### config.mk
export PLATFORM = sky130hd
export DESIGN_NAME = delimited_frame_collector
export DESIGN_NICKNAME = d
export VERILOG_FILES = /design/src/design/dfc_pkg.sv /design/src/design/dfc_core.sv /design/src/design/dfc_out_queue.sv /design/src/design/delimited_frame_collector.sv
export SDC_FILE = /design/constraint.sdc
export NUM_CORES = 1
export LEC_CHECK = 0
export BUFFER_PORTS_ARGS = -buffer_cell sky130_fd_sc_hd__buf_2
export CORE_MARGIN = 5
export CORE_UTILIZATION = 40
export DETAILED_ROUTE_END_ITERATION = 16
export GPL_ROUTABILITY_DRIVEN = 1
export RECOVER_POWER = 50
export SYNTH_ARGS = -nofsm -noshare
export SYNTH_HDL_FRONTEND = slang
export SYNTH_SLANG_ARGS = --single-unit
### constraint.sdc
create_clock -name clk -period 4.3 [get_ports clk]
set_input_delay 0.43 -clock clk [delete_from_list [all_inputs] [get_ports clk]]
set_output_delay 0.43 -clock clk [all_outputs]
set_load 0.05 [all_outputs]
### src/design/dfc_pkg.sv
`timescale 1ns / 1ps

package dfc_pkg;

	localparam int BUFFER_DEPTH = 64;
	localparam int POS_W        = $clog2(BUFFER_DEPTH);
	localparam int LEN_W        = $clog2(BUFFER_DEPTH + 1);

	// operation codes
	localparam logic [1:0] OP_RECEIVE = 2'd0;
	localparam logic [1:0] OP_RELEASE = 2'd1;
	localparam logic [1:0] OP_READ    = 2'd2;

	// frame modes
	localparam logic [2:0] MODE_NONE   = 3'd0;
	localparam logic [2:0] MODE_DOLLAR = 3'd1;
	localparam logic [2:0] MODE_HASH   = 3'd2;
	localparam logic [2:0] MODE_BRACE  = 3'd3;
	localparam logic [2:0] MODE_ANGLE  = 3'd4;
	localparam logic [2:0] MODE_AT     = 3'd5;

	// delimiter characters
	localparam logic [7:0] CH_DOLLAR  = 8'h24;
	localparam logic [7:0] CH_HASH    = 8'h23;
	localparam logic [7:0] CH_LBRACE  = 8'h7B;
	localparam logic [7:0] CH_LANGLE  = 8'h3C;
	localparam logic [7:0] CH_AT      = 8'h40;
	localparam logic [7:0] CH_BANG    = 8'h21;
	localparam logic [7:0] CH_RBRACE  = 8'h7D;
	localparam logic [7:0] CH_RANGLE  = 8'h3E;

	typedef struct packed {
		logic       frame_ready;
		logic [2:0] frame_mode;
		logic [6:0] frame_length;
		logic       byte_dropped;
		logic [7:0] read_data;
	} result_t;

	function automatic logic [2:0] mode_of_start(input logic [7:0] b, input logic [2:0] mode);
		logic [2:0] m;
		begin
			case (b)
				CH_DOLLAR: m = MODE_DOLLAR;
				CH_HASH:   m = MODE_HASH;
				CH_LBRACE: m = MODE_BRACE;
				CH_LANGLE: m = MODE_ANGLE;
				CH_AT:     m = MODE_AT;
				default:   m = mode;
			endcase
			return m;
		end
	endfunction

	function automatic logic ends_frame(input logic [2:0] mode, input logic [7:0] b);
		logic e;
		begin
			case (mode)
				MODE_DOLLAR, MODE_HASH, MODE_AT: e = (b == CH_BANG);
				MODE_BRACE:                      e = (b == CH_RBRACE);
				MODE_ANGLE:                      e = (b == CH_RANGLE);
				default:                         e = 1'b0;
			endcase
			return e;
		end
	endfunction

endpackage

### src/design/dfc_core.sv
`timescale 1ns / 1ps

module dfc_core (
	input  logic             clk,
	input  logic             arst_n,
	input  logic             accept,
	input  logic [1:0]       operation,
	input  logic [7:0]       rx_byte,
	input  logic [5:0]       read_index,
	output logic             valid_s1,
	output dfc_pkg::result_t result_s1
);

	logic [dfc_pkg::POS_W-1:0] write_pos_q;
	logic [2:0]                mode_q;
	logic                      pending_q;
	logic [dfc_pkg::LEN_W-1:0] length_q;

	logic [7:0] frame_store [dfc_pkg::BUFFER_DEPTH];

	logic                      is_rx, is_rel, is_rd, store_en, rd_in_range;
	logic [2:0]                mode_start, mode_n;
	logic                      pending_n;
	logic [dfc_pkg::LEN_W-1:0] pos_inc, length_n;
	logic [dfc_pkg::POS_W-1:0] write_pos_n, rd_addr;

	logic [2:0]                mode_s1;
	logic                      ready_s1, dropped_s1, rd_sel_s1;
	logic [6:0]                length_s1;
	logic [7:0]                rd_data_s1;

	always_comb begin
		is_rx       = (operation == dfc_pkg::OP_RECEIVE);
		is_rel      = (operation == dfc_pkg::OP_RELEASE);
		is_rd       = (operation == dfc_pkg::OP_READ);
		store_en    = is_rx && !pending_q;
		mode_start  = dfc_pkg::mode_of_start(rx_byte, mode_q);
		pos_inc     = dfc_pkg::LEN_W'(write_pos_q) + dfc_pkg::LEN_W'(1);
		rd_addr     = dfc_pkg::POS_W'(read_index);
		rd_in_range = (32'(read_index) < dfc_pkg::BUFFER_DEPTH);

		mode_n      = mode_q;
		pending_n   = pending_q;
		length_n    = length_q;
		write_pos_n = write_pos_q;
		if (store_en) begin
			mode_n = mode_start;
			// wrap after the length is taken: a frame in the last slot reports full depth
			if (pos_inc == dfc_pkg::LEN_W'(dfc_pkg::BUFFER_DEPTH)) begin
				write_pos_n = '0;
			end else begin
				write_pos_n = dfc_pkg::POS_W'(pos_inc);
			end
			if (dfc_pkg::ends_frame(mode_start, rx_byte)) begin
				pending_n = 1'b1;
				length_n  = pos_inc;
			end
		end else if (is_rel) begin
			pending_n   = 1'b0;
			write_pos_n = '0;
		end
	end

	always_ff @(posedge clk or negedge arst_n) begin
		if (!arst_n) begin
			write_pos_q <= '0;
			mode_q      <= dfc_pkg::MODE_NONE;
			pending_q   <= 1'b0;
			length_q    <= '0;
			valid_s1    <= 1'b0;
		end else begin
			valid_s1 <= accept;
			if (accept) begin
				write_pos_q <= write_pos_n;
				mode_q      <= mode_n;
				pending_q   <= pending_n;
				length_q    <= length_n;
			end
		end
	end

	// result fields of the accepted item
	always_ff @(posedge clk) begin
		if (accept) begin
			ready_s1   <= pending_n;
			mode_s1    <= mode_n;
			length_s1  <= pending_n ? 7'(length_n) : 7'd0;
			dropped_s1 <= is_rx && pending_q;
			rd_sel_s1  <= is_rd && rd_in_range;
		end
	end

	// frame store: one write port, one registered read port
	always_ff @(posedge clk) begin
		if (accept && store_en) begin
			frame_store[write_pos_q] <= rx_byte;
		end
		if (accept && is_rd) begin
			rd_data_s1 <= frame_store[rd_addr];
		end
	end

	always_comb begin
		result_s1.frame_ready  = ready_s1;
		result_s1.frame_mode   = mode_s1;
		result_s1.frame_length = length_s1;
		result_s1.byte_dropped = dropped_s1;
		result_s1.read_data    = rd_sel_s1 ? rd_data_s1 : 8'd0;
	end

endmodule

### src/design/dfc_out_queue.sv
`timescale 1ns / 1ps

module dfc_out_queue (
	input  logic             clk,
	input  logic             arst_n,
	input  logic             push,
	input  dfc_pkg::result_t push_data,
	input  logic             stall,
	output logic             valid,
	output dfc_pkg::result_t data,
	output logic [1:0]       level
);

	logic             head_v_q, skid_v_q;
	dfc_pkg::result_t head_q, skid_q;
	logic             pop;

	assign pop   = head_v_q && !stall;
	assign valid = head_v_q;
	assign data  = head_q;
	assign level = 2'(head_v_q) + 2'(skid_v_q);

	always_ff @(posedge clk or negedge arst_n) begin
		if (!arst_n) begin
			head_v_q <= 1'b0;
			skid_v_q <= 1'b0;
		end else begin
			if (pop || !head_v_q) begin
				head_v_q <= skid_v_q || push;
				skid_v_q <= skid_v_q && push;
			end else if (push) begin
				skid_v_q <= 1'b1;
			end
		end
	end

	always_ff @(posedge clk) begin
		if (pop || !head_v_q) begin
			head_q <= skid_v_q ? skid_q : push_data;
			if (skid_v_q && push) begin
				skid_q <= push_data;
			end
		end else if (push && !skid_v_q) begin
			skid_q <= push_data;
		end
	end

endmodule

### src/design/delimited_frame_collector.sv
`timescale 1ns / 1ps

// Delimited frame collector.
// Item channel (item_valid / item_stall): one transfer carries an operation:
// receive a byte, release the completed frame, or read one buffer entry.
// Result channel (result_valid / result_stall): exactly one result transfer per
// item, in order: ready flag, current mode, captured length, drop flag and
// read data.
// Throughput: one item per cycle while item_stall is low. Each item touches
// the frame store at most once (one write or one read) and updates a handful
// of registers. A result is offered after its item passes the read stage,
// which holds the registered read of the frame store, and the output register.
// Stalling: a two-entry output queue (output register plus skid) holds
// results while the receiver stalls. item_stall rises when three results are
// held in the read stage and queue, or two are and the head is not leaving.
// Reset: arst_n clears mode, ready flag, length and write position at once.
// The frame store is not cleared; entries read before being written return
// undefined data.
module delimited_frame_collector (
	input  logic       clk,
	input  logic       arst_n,
	input  logic       item_valid,
	output logic       item_stall,
	input  logic [1:0] operation,
	input  logic [7:0] rx_byte,
	input  logic [5:0] read_index,
	output logic       result_valid,
	input  logic       result_stall,
	output logic       frame_ready,
	output logic [2:0] frame_mode,
	output logic [6:0] frame_length,
	output logic       byte_dropped,
	output logic [7:0] read_data
);

	logic             accept;
	logic             valid_s1;
	dfc_pkg::result_t result_s1;
	dfc_pkg::result_t out_data;
	logic [1:0]       level;
	logic [1:0]       in_flight;
	logic             head_leaves;

	// results in flight downstream of the input: read stage plus queue
	assign in_flight   = level + 2'(valid_s1);
	assign head_leaves = result_valid && !result_stall;
	assign item_stall  = !((in_flight < 2'd2) || ((in_flight == 2'd2) && head_leaves));
	assign accept      = item_valid && !item_stall;

	dfc_core u_core (
		.clk        (clk),
		.arst_n     (arst_n),
		.accept     (accept),
		.operation  (operation),
		.rx_byte    (rx_byte),
		.read_index (read_index),
		.valid_s1   (valid_s1),
		.result_s1  (result_s1)
	);

	dfc_out_queue u_out_queue (
		.clk       (clk),
		.arst_n    (arst_n),
		.push      (valid_s1),
		.push_data (result_s1),
		.stall     (result_stall),
		.valid     (result_valid),
		.data      (out_data),
		.level     (level)
	);

	assign frame_ready  = out_data.frame_ready;
	assign frame_mode   = out_data.frame_mode;
	assign frame_length = out_data.frame_length;
	assign byte_dropped = out_data.byte_dropped;
	assign read_data    = out_data.read_data;

endmodule
Yosys cells after proc, flatten, opt, wreduce, memory -nomap -nowiden
Memory sizes are Yosys's and may differ from the RTL's. A register that Yosys moved wholly into a read port is not among the register bits.
Index checks and enable logic that the tools add are counted.
{ "op_classes": {"n_lt_le_gt_ge": 1, "n_addsub": 3, "eq_ne": 18, "n_mux": 21, "reduce_logical": 24} }
{ "op_table": {"columns": ["operator", "n"], "rows": [
  ["20-bit two-way mux", 4],
  ["8-bit by 6-bit == test with 1-bit output, second input constant", 5],
  ["8-bit by 7-bit == test with 1-bit output, second input constant", 3],
  ["6-bit two-way mux", 3],
  ["3-bit case mux with 5 select lines", 1],
  ["7-bit two-way mux", 2],
  ["1-bit logical AND", 9],
  ["1-bit two-way mux", 8],
  ["8-bit two-way mux", 1],
  ["6-bit by 1-bit adder with 7-bit output, second input constant", 1],
  ["7-bit == test, second input constant", 1],
  ["3-bit by 2-bit == test with 1-bit output, second input constant", 2],
  ["3-bit == test, second input constant", 2],
  ["2-bit nonzero test", 3],
  ["1-bit logical NOT", 5],
  ["2-bit == test, second input constant", 2],
  ["2-bit AND reduction", 2],
  ["3-bit by 1-bit == test with 1-bit output, second input constant", 1],
  ["1-bit logical OR", 3],
  ["3-bit two-way mux", 1],
  ["1-bit case mux with 3 select lines", 1],
  ["3-bit OR reduction", 1],
  ["1-bit by 1-bit adder with 2-bit output", 1],
  ["2-bit by 1-bit adder with 2-bit output", 1],
  ["4 further kinds", 4]
]} }
{ "totals": {"inputBits": 20, "memories": 1, "reg_bits": 73, "mem_bits_rw": 512} }
{ "mem_list": {"columns": ["name", "depth", "word_bits", "read_ports", "rd_clocked_by_memory_dff", "wr", "line", "source"], "rows": [
  ["u_core.frame_store", 64, 8, 1, 1, 1, "dfc_core.sv:19", "logic [7:0] frame_store [dfc_pkg::BUFFER_DEPTH];"]
]} }

Longest topological paths before layout
Gate-level depths: netlist of run 1.
{ "logic_depth": {"ltp_word": 9, "mapped_depth": 11} }

Hierarchy
From an unflattened synthesis of run 1, not the netlist that was laid out.
{ "unflattened": {"cells_unflattened": 1073, "area_unflattened_um2": 23364.9} }
{ "modules_own_cells": {"columns": ["module", "n_inst", "cells_per_inst", "seq_area_each_um2", "area_per_inst_um2"], "rows": [
  ["dfc_core", 1, 994, 16455.8, 21680.8],
  ["dfc_out_queue", 1, 74, 1251.2, 1639.1],
  ["delimited_frame_collector", 1, 5, 0.0, 45.0]
]} }

Worst setup path before layout of run 1
Ideal clock, no wire load.
{ "synth_timing": {"path_type": "register -> register", "startpoint": "reg u_out_queue.head_v_q, in the netlist u_out_queue.valid", "endpoint": "mem u_core.frame_store[23][0], enable pin", "path_slack_ns": 0.533, "path_buffers": 1, "stages_incl_launch_ff": 10, "arrival_ns": 3.397, "cell_sequence": "dfrtp_1 inv_1 fa_1 and3b_1 o21ai_1 inv_1 nand2_1 or4b_2 clkbuf_1 nor2_1"} }
{ "synth_via": {"elab_chain_cells": 9, "word_cells_on_any_way": 11, "cone_classes": "2 x add/sub; 1 x order compare; 1 x eq/ne; 2 x mux; 5 x reduce/logical"} }
{ "synth_lines": {"columns": ["item", "line", "source"], "rows": [
  ["start, declared", "dfc_out_queue.sv:14", "logic head_v_q, skid_v_q;"],
  ["start signal, assigned", "dfc_out_queue.sv:29", "head_v_q <= skid_v_q || push;"],
  ["1-bit by 1-bit adder with 2-bit output", "dfc_out_queue.sv:21", "assign level = 2'(head_v_q) + 2'(skid_v_q);"],
  ["2-bit by 1-bit adder with 2-bit output", "delimited_frame_collector.sv:45", "assign in_flight = level + 2'(valid_s1);"],
  ["2-bit == test", "delimited_frame_collector.sv:47", "assign item_stall = !((in_flight < 2'd2) || ((in_flight == 2'd2) && head_leaves));"],
  ["1-bit logical AND", "delimited_frame_collector.sv:47", null],
  ["1-bit logical OR *", "delimited_frame_collector.sv:47", null],
  ["1-bit logical AND *", "delimited_frame_collector.sv:48", "assign accept = item_valid && !item_stall;"],
  ["named net accept", "delimited_frame_collector.sv:36", "logic accept;"],
  ["1-bit logical AND *", "dfc_core.sv:95", "if (accept && store_en) begin"],
  ["1-bit two-way mux *", "dfc_core.sv:95", null],
  ["1-bit two-way mux (implied by the code) *", "dfc_core.sv:96", "frame_store[write_pos_q] <= rx_byte;"],
  ["end, declared", "dfc_core.sv:19", null]
]} }
The timed path passes the listed nets; every way through them passes the cells marked *.

Worst setup path after layout of run 1
{ "layout_timing": {"startpoint": "reg u_out_queue.skid_v_q", "endpoint": "mem u_core.frame_store[38][7], enable pin"} }
{ "layout_via": {"elab_chain_cells": 9, "word_cells_on_any_way": 10, "cone_classes": "2 x add/sub; 1 x order compare; 1 x eq/ne; 2 x mux; 4 x reduce/logical"} }
{ "layout_lines": {"columns": ["item", "line", "source"], "rows": [
  ["start, declared", "dfc_out_queue.sv:14", null],
  ["start signal, assigned", "dfc_out_queue.sv:30", "skid_v_q <= skid_v_q && push;"],
  ["1-bit by 1-bit adder with 2-bit output *", "dfc_out_queue.sv:21", null],
  ["2-bit by 1-bit adder with 2-bit output *", "delimited_frame_collector.sv:45", null],
  ["2-bit == test", "delimited_frame_collector.sv:47", null],
  ["1-bit logical AND", "delimited_frame_collector.sv:47", null],
  ["1-bit logical OR *", "delimited_frame_collector.sv:47", null],
  ["1-bit logical AND *", "delimited_frame_collector.sv:48", null],
  ["named net accept", "delimited_frame_collector.sv:36", null],
  ["1-bit logical AND *", "dfc_core.sv:95", null],
  ["1-bit two-way mux *", "dfc_core.sv:95", null],
  ["1-bit two-way mux (implied by the code) *", "dfc_core.sv:96", null]
]} }
Marked as above.

==> impl_results.md, run 1 <==
- Switch share: 24.1%
- # resized after CTS: 0
- DRT iter0 DRCs: 983
- Leak pwr: 8.22 nW
- Final routed DRC violation total: 0
- TritonCTS Sinks: 593
- FILL cells: 4,823
- EDFF count, synth: 573
- Max clock buf depth: 3
- Share of the synthesized area in the top cell type: 74.0%
- Mapped Cells: 1,070
- Gp weighted congestion: 0.792
- PwrDens: 505 nW/µm²
- #FFs+latches synth: 593
- Mapped Nets: 1,092
- CTS clk-pin slew, worst paths: 0.06 ns
- H-Tree Depth: 2
- Vias: 11.0k
- Syn Area/Cell: 21.7 µm²
- Multi-input gate area: 5250 µm²
- Final wirelength: 52.9 mm
- Max-cap viol count: 8
- Final min period: 3.64 ns
- Max FO, Critical Path: 14
- Class of the worst hold path: primary input to register
- Pins Over Slew Limit: 507
- Die Ht: 251 µm
- Peak supply drop: 0.446 mV
- Layout cells sized above 1: 27.2%
- I/O Pins: 42
- Global-route wire length before repair: 78.1 mm
- Logic pwr share: 10.9%
- Final hold slack: 0.124 ns
- TritonCTS clock tree: done
- Reg area: 17,700 µm²
- CP Capture Type: register
- Drt pass-1 iters: 7
- Int Power: 0.0101 W
- Slew @ Worst Pin: 3.31 ns
- Status: complete, but fails checks
- Initial core utilization: 40.3%
- Synth-to-layout area growth: 13.1%
- Post-synth ARST share: 3.37%
- Sequential area share after synthesis: 76.2%
- Synth unique cells: 48
- Vias in the first global route: 11.2k
- Initial antenna violation count: 4
- Clk_lat worst skew: 0.61 ns
- Top cells by area, synth: edfxtp_1 74%, mux4_2 16%, dfrtp_1 2.2%
- Final Cell Area: 26,300 µm²
- Failing checks: capacitance limit, slew limit
- Sw power: 0.00320 W
- CTS Buf Count: 58
- Final setup violation count: 0
- Vias per cell: 5.60
- Rel. slew slack: -121%
- Synth warnings: 0
- Largest net degree at the start of global routing: 65
- WS Path Type: register to register
- RSZ-0062 raised after global routing: false
- CTS root buf: clkbuf_16
- Routed Antenna Nets: 0
- Top_reg_cell synth: edfxtp_1
- Tot GR Track Use: 16.6%
- Most frequent cells in the layout: 573 x edfxtp_1, 168 x mux4_2, 71 x nor2_1
- HPWL after DPL: 33.2 mm
- Pre-CTS setup slack: 0.693 ns
- Achievable Freq: 275 MHz
- Data required time of the worst path: 4.53 ns
- GR Overflow Total: 0
- Count of final hold-check violations: 0
- Placed cell area: 24,500 µm²
- Yosys top cell by area: edfxtp_1
- Row cnt: 88
- Post-DR wirelength/cell: 27.0 µm
- Final worst setup slack: 0.657 ns
- Mapped cell area: 23,300 µm²
- Most common cell after layout, fill and taps aside: edfxtp_1
- Die area: 63,100 µm²
- Fin crit share: 84.7%
- Sum Neg Setup Slack: 0 ns
- Port bufs: 41
- Worst endpoint data arrival time: 3.87 ns
- Core area: 57,700 µm²
- Clock network fraction of design power: 38.1%
- Nets@finish: 1,170
- Startpoint Class: register
- Final clock skew: 0.0158 ns
- Flop pwr share: 51.0%
- Die X: 251 µm
through the flow:
stage / total power, W / utilization [%] / instances
floorplan: 0.00783 / - / 1070
global placement: 0.00834 / 42.4 / 1852
detailed placement: 0.00836 / 42.4 / 1852
CTS: 0.0134 / 45.7 / 1958
global route: 0.0137 / 45.6 / 1958
finish: 0.0133 / 45.6 / 1960
state kept, by name, summed over array words and instances (netlist names):
signal,cells
u_core.mode_q,3
u_core.pending_q,1
u_out_queue.skid_q,20
u_out_queue.data,20
u_out_queue.valid,1
u_core.mode_s1,3
u_out_queue.skid_v_q,1
u_core.valid_s1,1
u_core.dropped_s1,1
u_core.rd_data_s1,8
u_core.length_q,7
u_core.write_pos_q,6
u_core.ready_s1,1
u_core.frame_store,512
u_core.rd_sel_s1,1
u_core.length_s1,7
area by class of cell:
type / count / area share, %
diodes: 2 / 0.0190
clock buffers: 72 / 5.79
clock inverters: 33 / 1.39
inverters: 15 / 0.214
multi-input cells: 408 / 20.0
flip-flops and latches: 593 / 67.3
well taps: 765 / 3.64
repair buffers: 72 / 1.66
critical path, cell delays in order, from the launching register on:
cell and delay (ns):
dfrtp_1 0.34, inv_1 0.21, fa_1 0.58, and3b_1 0.18, o21ai_1 0.24, inv_1 0.16, nand2_1 0.28, nor3_1 0.32
nand2_1 0.29, nor2_1 0.67
Yosys cell counts (10+ instances only):
master,count
clkbuf_1,33
or3_1,12
edfxtp_1,573
mux4_2,168
buf_2,11
dfrtp_1,20
mux2_2,20
nand2_1,26
nor2_1,71
inv_1,15
o21ai_0,23
and2_1,10
path summary, 6_finish.rpt:
path / to / slack, ns / startpoint / cells after the start
max: u_core.frame_store[38][7] / 0.66 / u_out_queue.skid_v_q / 9
max in group asynchronous: u_core.length_q[2] / 3.01 / arst_n / 2
min reg2reg: u_out_queue.skid_q[16] / 0.44 / u_core.mode_s1[0] / 0
min in group asynchronous: u_core.mode_q[2] / 0.58 / arst_n / 2
max reg2reg: u_core.frame_store[38][7] / 0.66 / u_out_queue.skid_v_q / 9
min: u_out_queue.skid_v_q / 0.12 / result_stall / 3
kinds of logic after synthesis:
kind of cell	Yosys count	share of synthesized area (%)
DFF	593	76.2
muxes	197	17.7
and+or+nand+nor	164	3.48
buffers and inverters	69	1.25
AOI/OAI and AO/OA	38	1.02
xor gates and xnor gates	7	0.264
adders and majority gates	2	0.140
power by group through the flow:
stage	logic, W	registers, W	clock network [W]
after global routing	0.00153	0.00680	0.00541
final	0.00144	0.00677	0.00506
after detailed placement	0.00148	0.00688	0
after CTS	0.00148	0.00676	0.00516
after global placement	0.00147	0.00687	0
after floorplan	0.000671	0.00716	0
metal layers:
layer	GRT usage, %	share of wire [%]	up-vias	wire length, µm
met5	0	0	-	0
met2	26.0	47	407	25100
met4	4.04	2.1	0	1090
li1	-	-	4600	-
met1	24.5	44	5889	23100
met3	3.24	6.9	79	3630
repair_timing:
action                    4_1_cts  5_1_grt
hold endpoints to repair       20        0
hold buffers                    1        0
buffers inserted                0        0
Note: power is estimated with default switching activity, not from simulation.
==> run 2, diff against run 1 <==
==> constraint.sdc (replaced) <==
create_clock -name clk -period 3.17 [get_ports clk]
set_input_delay 0.317 -clock clk [delete_from_list [all_inputs] [get_ports clk]]
set_output_delay 0.317 -clock clk [all_outputs]
set_load 0.05 [all_outputs]
==> run 2 against run 1 <==
  * The flow still finishes with violations (capacitance limit, slew limit)
  * Largest power group unchanged
  * Total power is 40% higher
  * Largest cell class unchanged
  * Highest routed layer unchanged
  * Critical endpoint is now u_core.frame_store[21][4]
  * Combinational power grew 37%
  * Wire length shrank 0.16%
  * Clock skew down 0.0024 ns
==> impl_results.md, run 2 (synthesis results as in run 1) <==
- Data required time of the worst path: 3.44 ns (-1.09 ns)
- CTS clk-pin slew, worst paths: 0.06 ns (about the same)
- Status: complete, but fails checks
- Nets@finish: 1,232 (+5.3%)
- Slowest CP cell: or4b_2
- Leak pwr: 8.67 nW (+5.5%)
- Final worst setup slack: 0.153 ns (-0.504 ns)
- Class of the worst hold path: primary input to register
- Post-DR wirelength/cell: 26.1 µm (-3.4%)
- Family with the most delay on the worst path: simple AND/OR/NAND/NOR gates
- Final min period: 3.02 ns (-0.626 ns)
- Initial antenna violation count: 2 (-2)
- Routed Antenna Nets: 0 (unchanged)
- GR Overflow Total: 0 (unchanged)
- Worst R2R Start: u_out_queue.valid
- Pins Over Slew Limit: 27 (-95%)
- Worst endpoint data arrival time: 3.29 ns (-0.58 ns)
- TritonCTS clock tree: done
- CTS root buf: clkbuf_16
- Cells along the critical path: inv_1, fa_1, and3b_1, o21ai_2, inv_2, nand2_2, or4b_2, nor2_4
- Sum Neg Setup Slack: 0 ns (unchanged)
- I/O Pins: 42 (unchanged)
- CTS Buf Count: 56 (-3.4%)
- Worst reg-to-reg path cell count: 8 (-1)
- Startpoint Class: register
- Die area: 63,100 µm² (unchanged)
- Achievable Freq: 331 MHz (+21%)
- Drt pass-1 iters: 5 (-2)
- Vias in the first global route: 11.3k (+0.80%)
- Pre-CTS setup slack: 0.157 ns (-0.536 ns)
- PwrDens: 684 nW/µm² (+36%)
- Rel. slew slack: -10.1% (+110 points)
- Final hold slack: 0.0591 ns (-0.0648 ns)
- Row cnt: 88 (unchanged)
- WS Path Type: register to register
- Count of final hold-check violations: 0 (unchanged)
- DRT iter0 DRCs: 1,116 (+14%)
- Final setup violation count: 0 (unchanged)
- HPWL after DPL: 33.7 mm (+1.4%)
- Most frequent cells in the layout: 573 x edfxtp_1, 168 x mux4_2, 73 x buf_4
- Gp weighted congestion: 0.772 (-2.5%)
- Die Ht: 251 µm (unchanged)
- Max-cap viol count: 1 (-7)
- Placed insts: 1,915 (+3.4%)
- Slowest cell delay on critical path: 0.89 ns (+0.22 ns)
- Port bufs: 41 (unchanged)
- CP Capture Type: register
- Max clock buf depth: 3 (unchanged)
- Reg with most FFs: u_core.frame_store
- Reg2Reg Setup Slack: 0.15 ns (-0.50 ns)
- Max FFs per register: 512 (unchanged)
- Most common cell after layout, fill and taps aside: edfxtp_1
- Reg-to-Reg End: u_core.frame_store[21][4]
- H-Tree Depth: 2 (unchanged)
- RSZ-0062 raised after global routing: false
- Die X: 251 µm (unchanged)
- Max FO, Critical Path: 8 (-6)
- Tot GR Track Use: 16.7% (+0.089 points)
- Final wirelength: 52.8 mm (-0.16%)
- TritonCTS Sinks: 593 (unchanged)
- Clk_lat worst skew: 0.60 ns (about the same)
- Global-route wire length before repair: 77.8 mm (-0.36%)
- Peak supply drop: 0.651 mV (+46%)
- Final clock skew: 0.0134 ns (-0.00239 ns)
- Layout Cells excl Fill: 2,025 (+3.3%)
- Largest net degree at the start of global routing: 65 (unchanged)
- Fin crit share: 95.2% (+10 points)
- Failing checks: capacitance limit, slew limit
- Worst setup path endpoint: u_core.frame_store[21][4]
- Buf/Inv on CP: 2 (unchanged)
- CP startpoint: u_out_queue.valid
- Core area: 57,700 µm² (unchanged)
- Synth-to-layout area growth: 16.5%
- Final routed DRC violation total: 0 (unchanged)
- Vias per cell: 5.42 (-3.2%)
- Number of post-CTS setup repair buffers: 0 (unchanged)
- Worst path depth: 8 (-1)
- Vias: 11.0k (+0.018%)
- Layout cells sized above 1: 32.5% (+5.3 points)
- Slew @ Worst Pin: 1.65 ns (-1.66 ns)
- Initial core utilization: 40.3% (unchanged)
==> run 2: cell type report <==
cell class                 count  area (µm²)
inverter                      15        56.3
clock inverter                34         520
sequential                   593       17700
timing repair buffer         136         990
clock buffer                  72        1530
tap                          765         957
fill                        4776       30600
multi-input combinational    408        5320
antenna                        2        5.00
==> run 2: power breakdown <==
group          leakage, nW  internal [W]  total (W)  switching (W)
registers             5.44       0.00902    0.00917       0.000147
clock network         1.00       0.00455    0.00738        0.00283
logic                 2.22      0.000626    0.00198        0.00135
==> run 2: how the worst min path moves through the flow <==
stage / startpoint / endpoint / cells after the start
after global placement: arst_n / u_core.length_q[1] / 1
after floorplan: arst_n / u_core.length_q[0] / 0
final: operation[0] / u_core.dropped_s1 / 2
after detailed placement: arst_n / u_out_queue.skid_v_q / 1
after global routing: operation[0] / u_core.dropped_s1 / 2
after CTS: operation[1] / u_core.dropped_s1 / 2
==> run 2: per-layer routing <==
layer  vias up  track usage, %  wire length, µm
met3        66            3.81             3860
met4         0            4.04             1130
li1       4726               -                -
met1      5797            23.9            22500
met5         -               0                0
met2       388            26.6            25300
==> run 2: what timing repair did <==
item,in CTS,in global routing
hold buffers,2,0
resized for setup,0,0
endpoints found under the hold margin,22,0
==> run 2: per-stage QoR <==
| step | util, % | area, µm² | power [W] |
|---|---|---|---|
| after floorplan | - | 23300 | 0.0106 |
| after global placement | 43.5 | 25100 | 0.0113 |
| after detailed placement | 43.5 | 25100 | 0.0114 |
| after CTS | 47.0 | 27100 | 0.0187 |
| after global routing | 46.9 | 27100 | 0.0192 |
| final | 46.9 | 27100 | 0.0185 |
==> run 3, diff against run 2 <==
==> constraint.sdc (replaced) <==
create_clock -name clk -period 3.6 [get_ports clk]
set_input_delay 0.36 -clock clk [delete_from_list [all_inputs] [get_ports clk]]
set_output_delay 0.36 -clock clk [all_outputs]
set_load 0.05 [all_outputs]
==> run 3 against run 2 <==
  * Cell area shrank 0.94%
  * Critical endpoint is now u_core.frame_store[19][7]
  * Clock power fell by 19%
  * Register-to-register slack improved by 0.57 ns
  * Highest routed layer unchanged
  * Sequential cell count unchanged
  * Combinational power down 13%
  * Worst setup slack improved by 0.45 ns
  * The run still ends with capacitance limit, slew limit left
  * Global-route usage fell by 0.076 points
  * Non-clock buffer count up 3
  * Via count up 0.92%
  * First-iteration DRC count shrank 4.2%
  * Die area is the same
==> impl_results.md, run 3 (synthesis results as in run 1) <==
- Most frequent cells in the layout: 573 x edfxtp_1, 168 x mux4_2, 82 x buf_4
- Max FFs per register: 512 (unchanged)
- Slowest CP cell: clkbuf_1
- Initial core utilization: 40.3% (unchanged)
- Peak supply drop: 0.419 mV (-36%)
- Die Ht: 251 µm (unchanged)
- PwrDens: 589 nW/µm² (-14%)
- Final core utilization: 46.5% (-0.44 points)
- Vias per cell: 5.46 (+0.77%)
- Startpoint Class: primary input
- WL met1: 22.9 mm (+1.6%)
- Row cnt: 88 (unchanged)
- Worst min-delay path startpoint: result_stall
- HPWL after DPL: 33.4 mm (-0.81%)
- Worst path most repeated cell: clkbuf_1
- WS Path Type: primary input to register
- Failing checks: capacitance limit, slew limit
- Pins Over Slew Limit: 195 (+620%)
- CTS clk-pin slew, worst paths: 0.06 ns (about the same)
- CTS root buf: clkbuf_16
- Achievable Freq: 333 MHz
- Reg with most FFs: u_core.frame_store
- TritonCTS clock tree: done
- Sum Neg Setup Slack: 0 ns (unchanged)
- Die X: 251 µm (unchanged)
- Port bufs: 41 (unchanged)
- RSZ-0062 raised after global routing: false
- Total chip power: 0.0158 W (-15%)
- CTS Buf Count: 58 (+3.6%)
- Die area: 63,100 µm² (unchanged)
- Routed Antenna Nets: 0 (unchanged)
- Worst Hold Path Cells: 3 (+1)
- Layout cells sized above 1: 31.5% (-1.0 points)
- Max FO, Critical Path: 64 (+56)
- Gp weighted congestion: 0.791 (+2.4%)
- DRT iter0 DRCs: 1,069 (-4.2%)
- Reg2Reg Setup Slack: 0.72 ns (+0.57 ns)
- Vias: 11.1k (+0.92%)
- Vias in the first global route: 11.1k (-1.7%)
- Max clock buf depth: 3 (unchanged)
- Routed length on met2: 25.3 mm (+0.15%)
- CP Capture Type: register
- Slowest cell delay on critical path: 2.11 ns (+1.22 ns)
- Worst reg-to-reg path cell count: 9 (+1)
- TritonCTS Sinks: 593 (unchanged)
- Rel. slew slack: -104% (-94 points)
- Final setup violation count: 0 (unchanged)
- Largest net degree at the start of global routing: 65 (unchanged)
- FILL cells: 4,856 (+1.7%)
- DR WL met3: 3.43 mm (-11%)
- Core area: 57,700 µm² (unchanged)
- Data required time of the worst path: 3.57 ns (+0.13 ns)
- Worst endpoint data arrival time: 2.97 ns (-0.32 ns)
- Final clock skew: 0.0216 ns (+0.00821 ns)
- Family with the most delay on the worst path: buffers and inverters
- Initial antenna violation count: 5 (+3)
- # resized after CTS: 0 (unchanged)
- Cells along the critical path: clkbuf_1, clkbuf_1
- Placed cell area: 25,000 µm² (-0.29%)
- Final wirelength: 52.7 mm (about the same)
- Worst R2R Start: u_out_queue.valid
- GR Overflow Total: 0 (unchanged)
- Global-route wire length before repair: 77.0 mm (-1.0%)
- Reg-to-Reg End: u_core.frame_store[23][5]
- Highest metal used: met4
- CP startpoint: rx_byte[7]
- Most common cell after layout, fill and taps aside: edfxtp_1
- Drt pass-1 iters: 7 (+2)
- Number of post-CTS setup repair buffers: 0 (unchanged)
- I/O Pins: 42 (unchanged)
- Max-cap viol count: 3 (+2)
- Status: complete, but fails checks
- Post-DR wirelength/cell: 26.0 µm (-0.23%)
- Count of final hold-check violations: 0 (unchanged)
- Final routed DRC violation total: 0 (unchanged)
- Fin crit share: 83.4%
- Leak pwr: 8.59 nW (-0.92%)
- H-Tree Depth: 2 (unchanged)
- Hold path endpoint: u_out_queue.skid_v_q
- Buf/Inv on CP: 2 (unchanged)
- Final min period: 3.00 ns
- Tot GR Track Use: 16.6% (-0.076 points)
- Final Cell Area: 26,800 µm² (-0.94%)
- Synth-to-layout area growth: 15.4%
- Nets@finish: 1,237 (+0.41%)
- Slew @ Worst Pin: 3.06 ns (+1.41 ns)
- Class of the worst hold path: primary input to register
- Clk_lat worst skew: 0.60 ns (about the same)
-- run 3: routing by layer --
layer | GRT usage [%] | up-vias
met5 | 0 | -
met4 | 4.21 | 0
met3 | 3.08 | 65
met1 | 24.1 | 5912
li1 | - | 4727
met2 | 26.5 | 374
-- run 3: power breakdown --
group | leakage, nW | internal (W) | switching [W]
Clock | 0.927 | 0.00353 | 0.00247
Combinational | 2.22 | 0.000539 | 0.00119
Sequential | 5.44 | 0.00795 | 0.000128
Total | 8.59 | 0.0120 | 0.00379
-- run 3: worst max path at each step --
stage	endpoint	slack, ns	cells after the start
floorplan	u_core.frame_store[23][0]	0.13	10
global placement	u_core.rd_data_s1[5]	0.61	5
detailed placement	u_core.rd_data_s1[0]	0.61	5
CTS	u_core.frame_store[23][5]	0.72	9
global route	u_core.frame_store[19][7]	0.39	2
finish	u_core.frame_store[19][7]	0.60	2
-- run 3: cell type report --
type / count / area [µm²] / share of cell area, %
Antenna cell: 2 / 5.00 / 0.0187
Clock inverter: 33 / 333 / 1.24
Tap cell: 765 / 957 / 3.57
Sequential cell: 593 / 17700 / 66.0
Multi-Input combinational cell: 408 / 5250 / 19.6
Inverter: 15 / 56.3 / 0.210
Timing Repair Buffer: 139 / 975 / 3.63
Clock buffer: 73 / 1550 / 5.77
-- run 3: timing repair --
action,CTS,global route
hold endpoints to repair,20,0
setup endpoints to repair,0,0
hold buffers,1,0
-- run 3: through the flow --
step,hold WS [ns],cells,setup slack [ns]
after floorplan,0.0644,1070,0.127
after global placement,0.349,1919,0.612
after detailed placement,0.358,1919,0.609
after CTS,0.00792,2026,0.722
after global routing,0.0504,2027,0.394
final,0.0390,2028,0.599
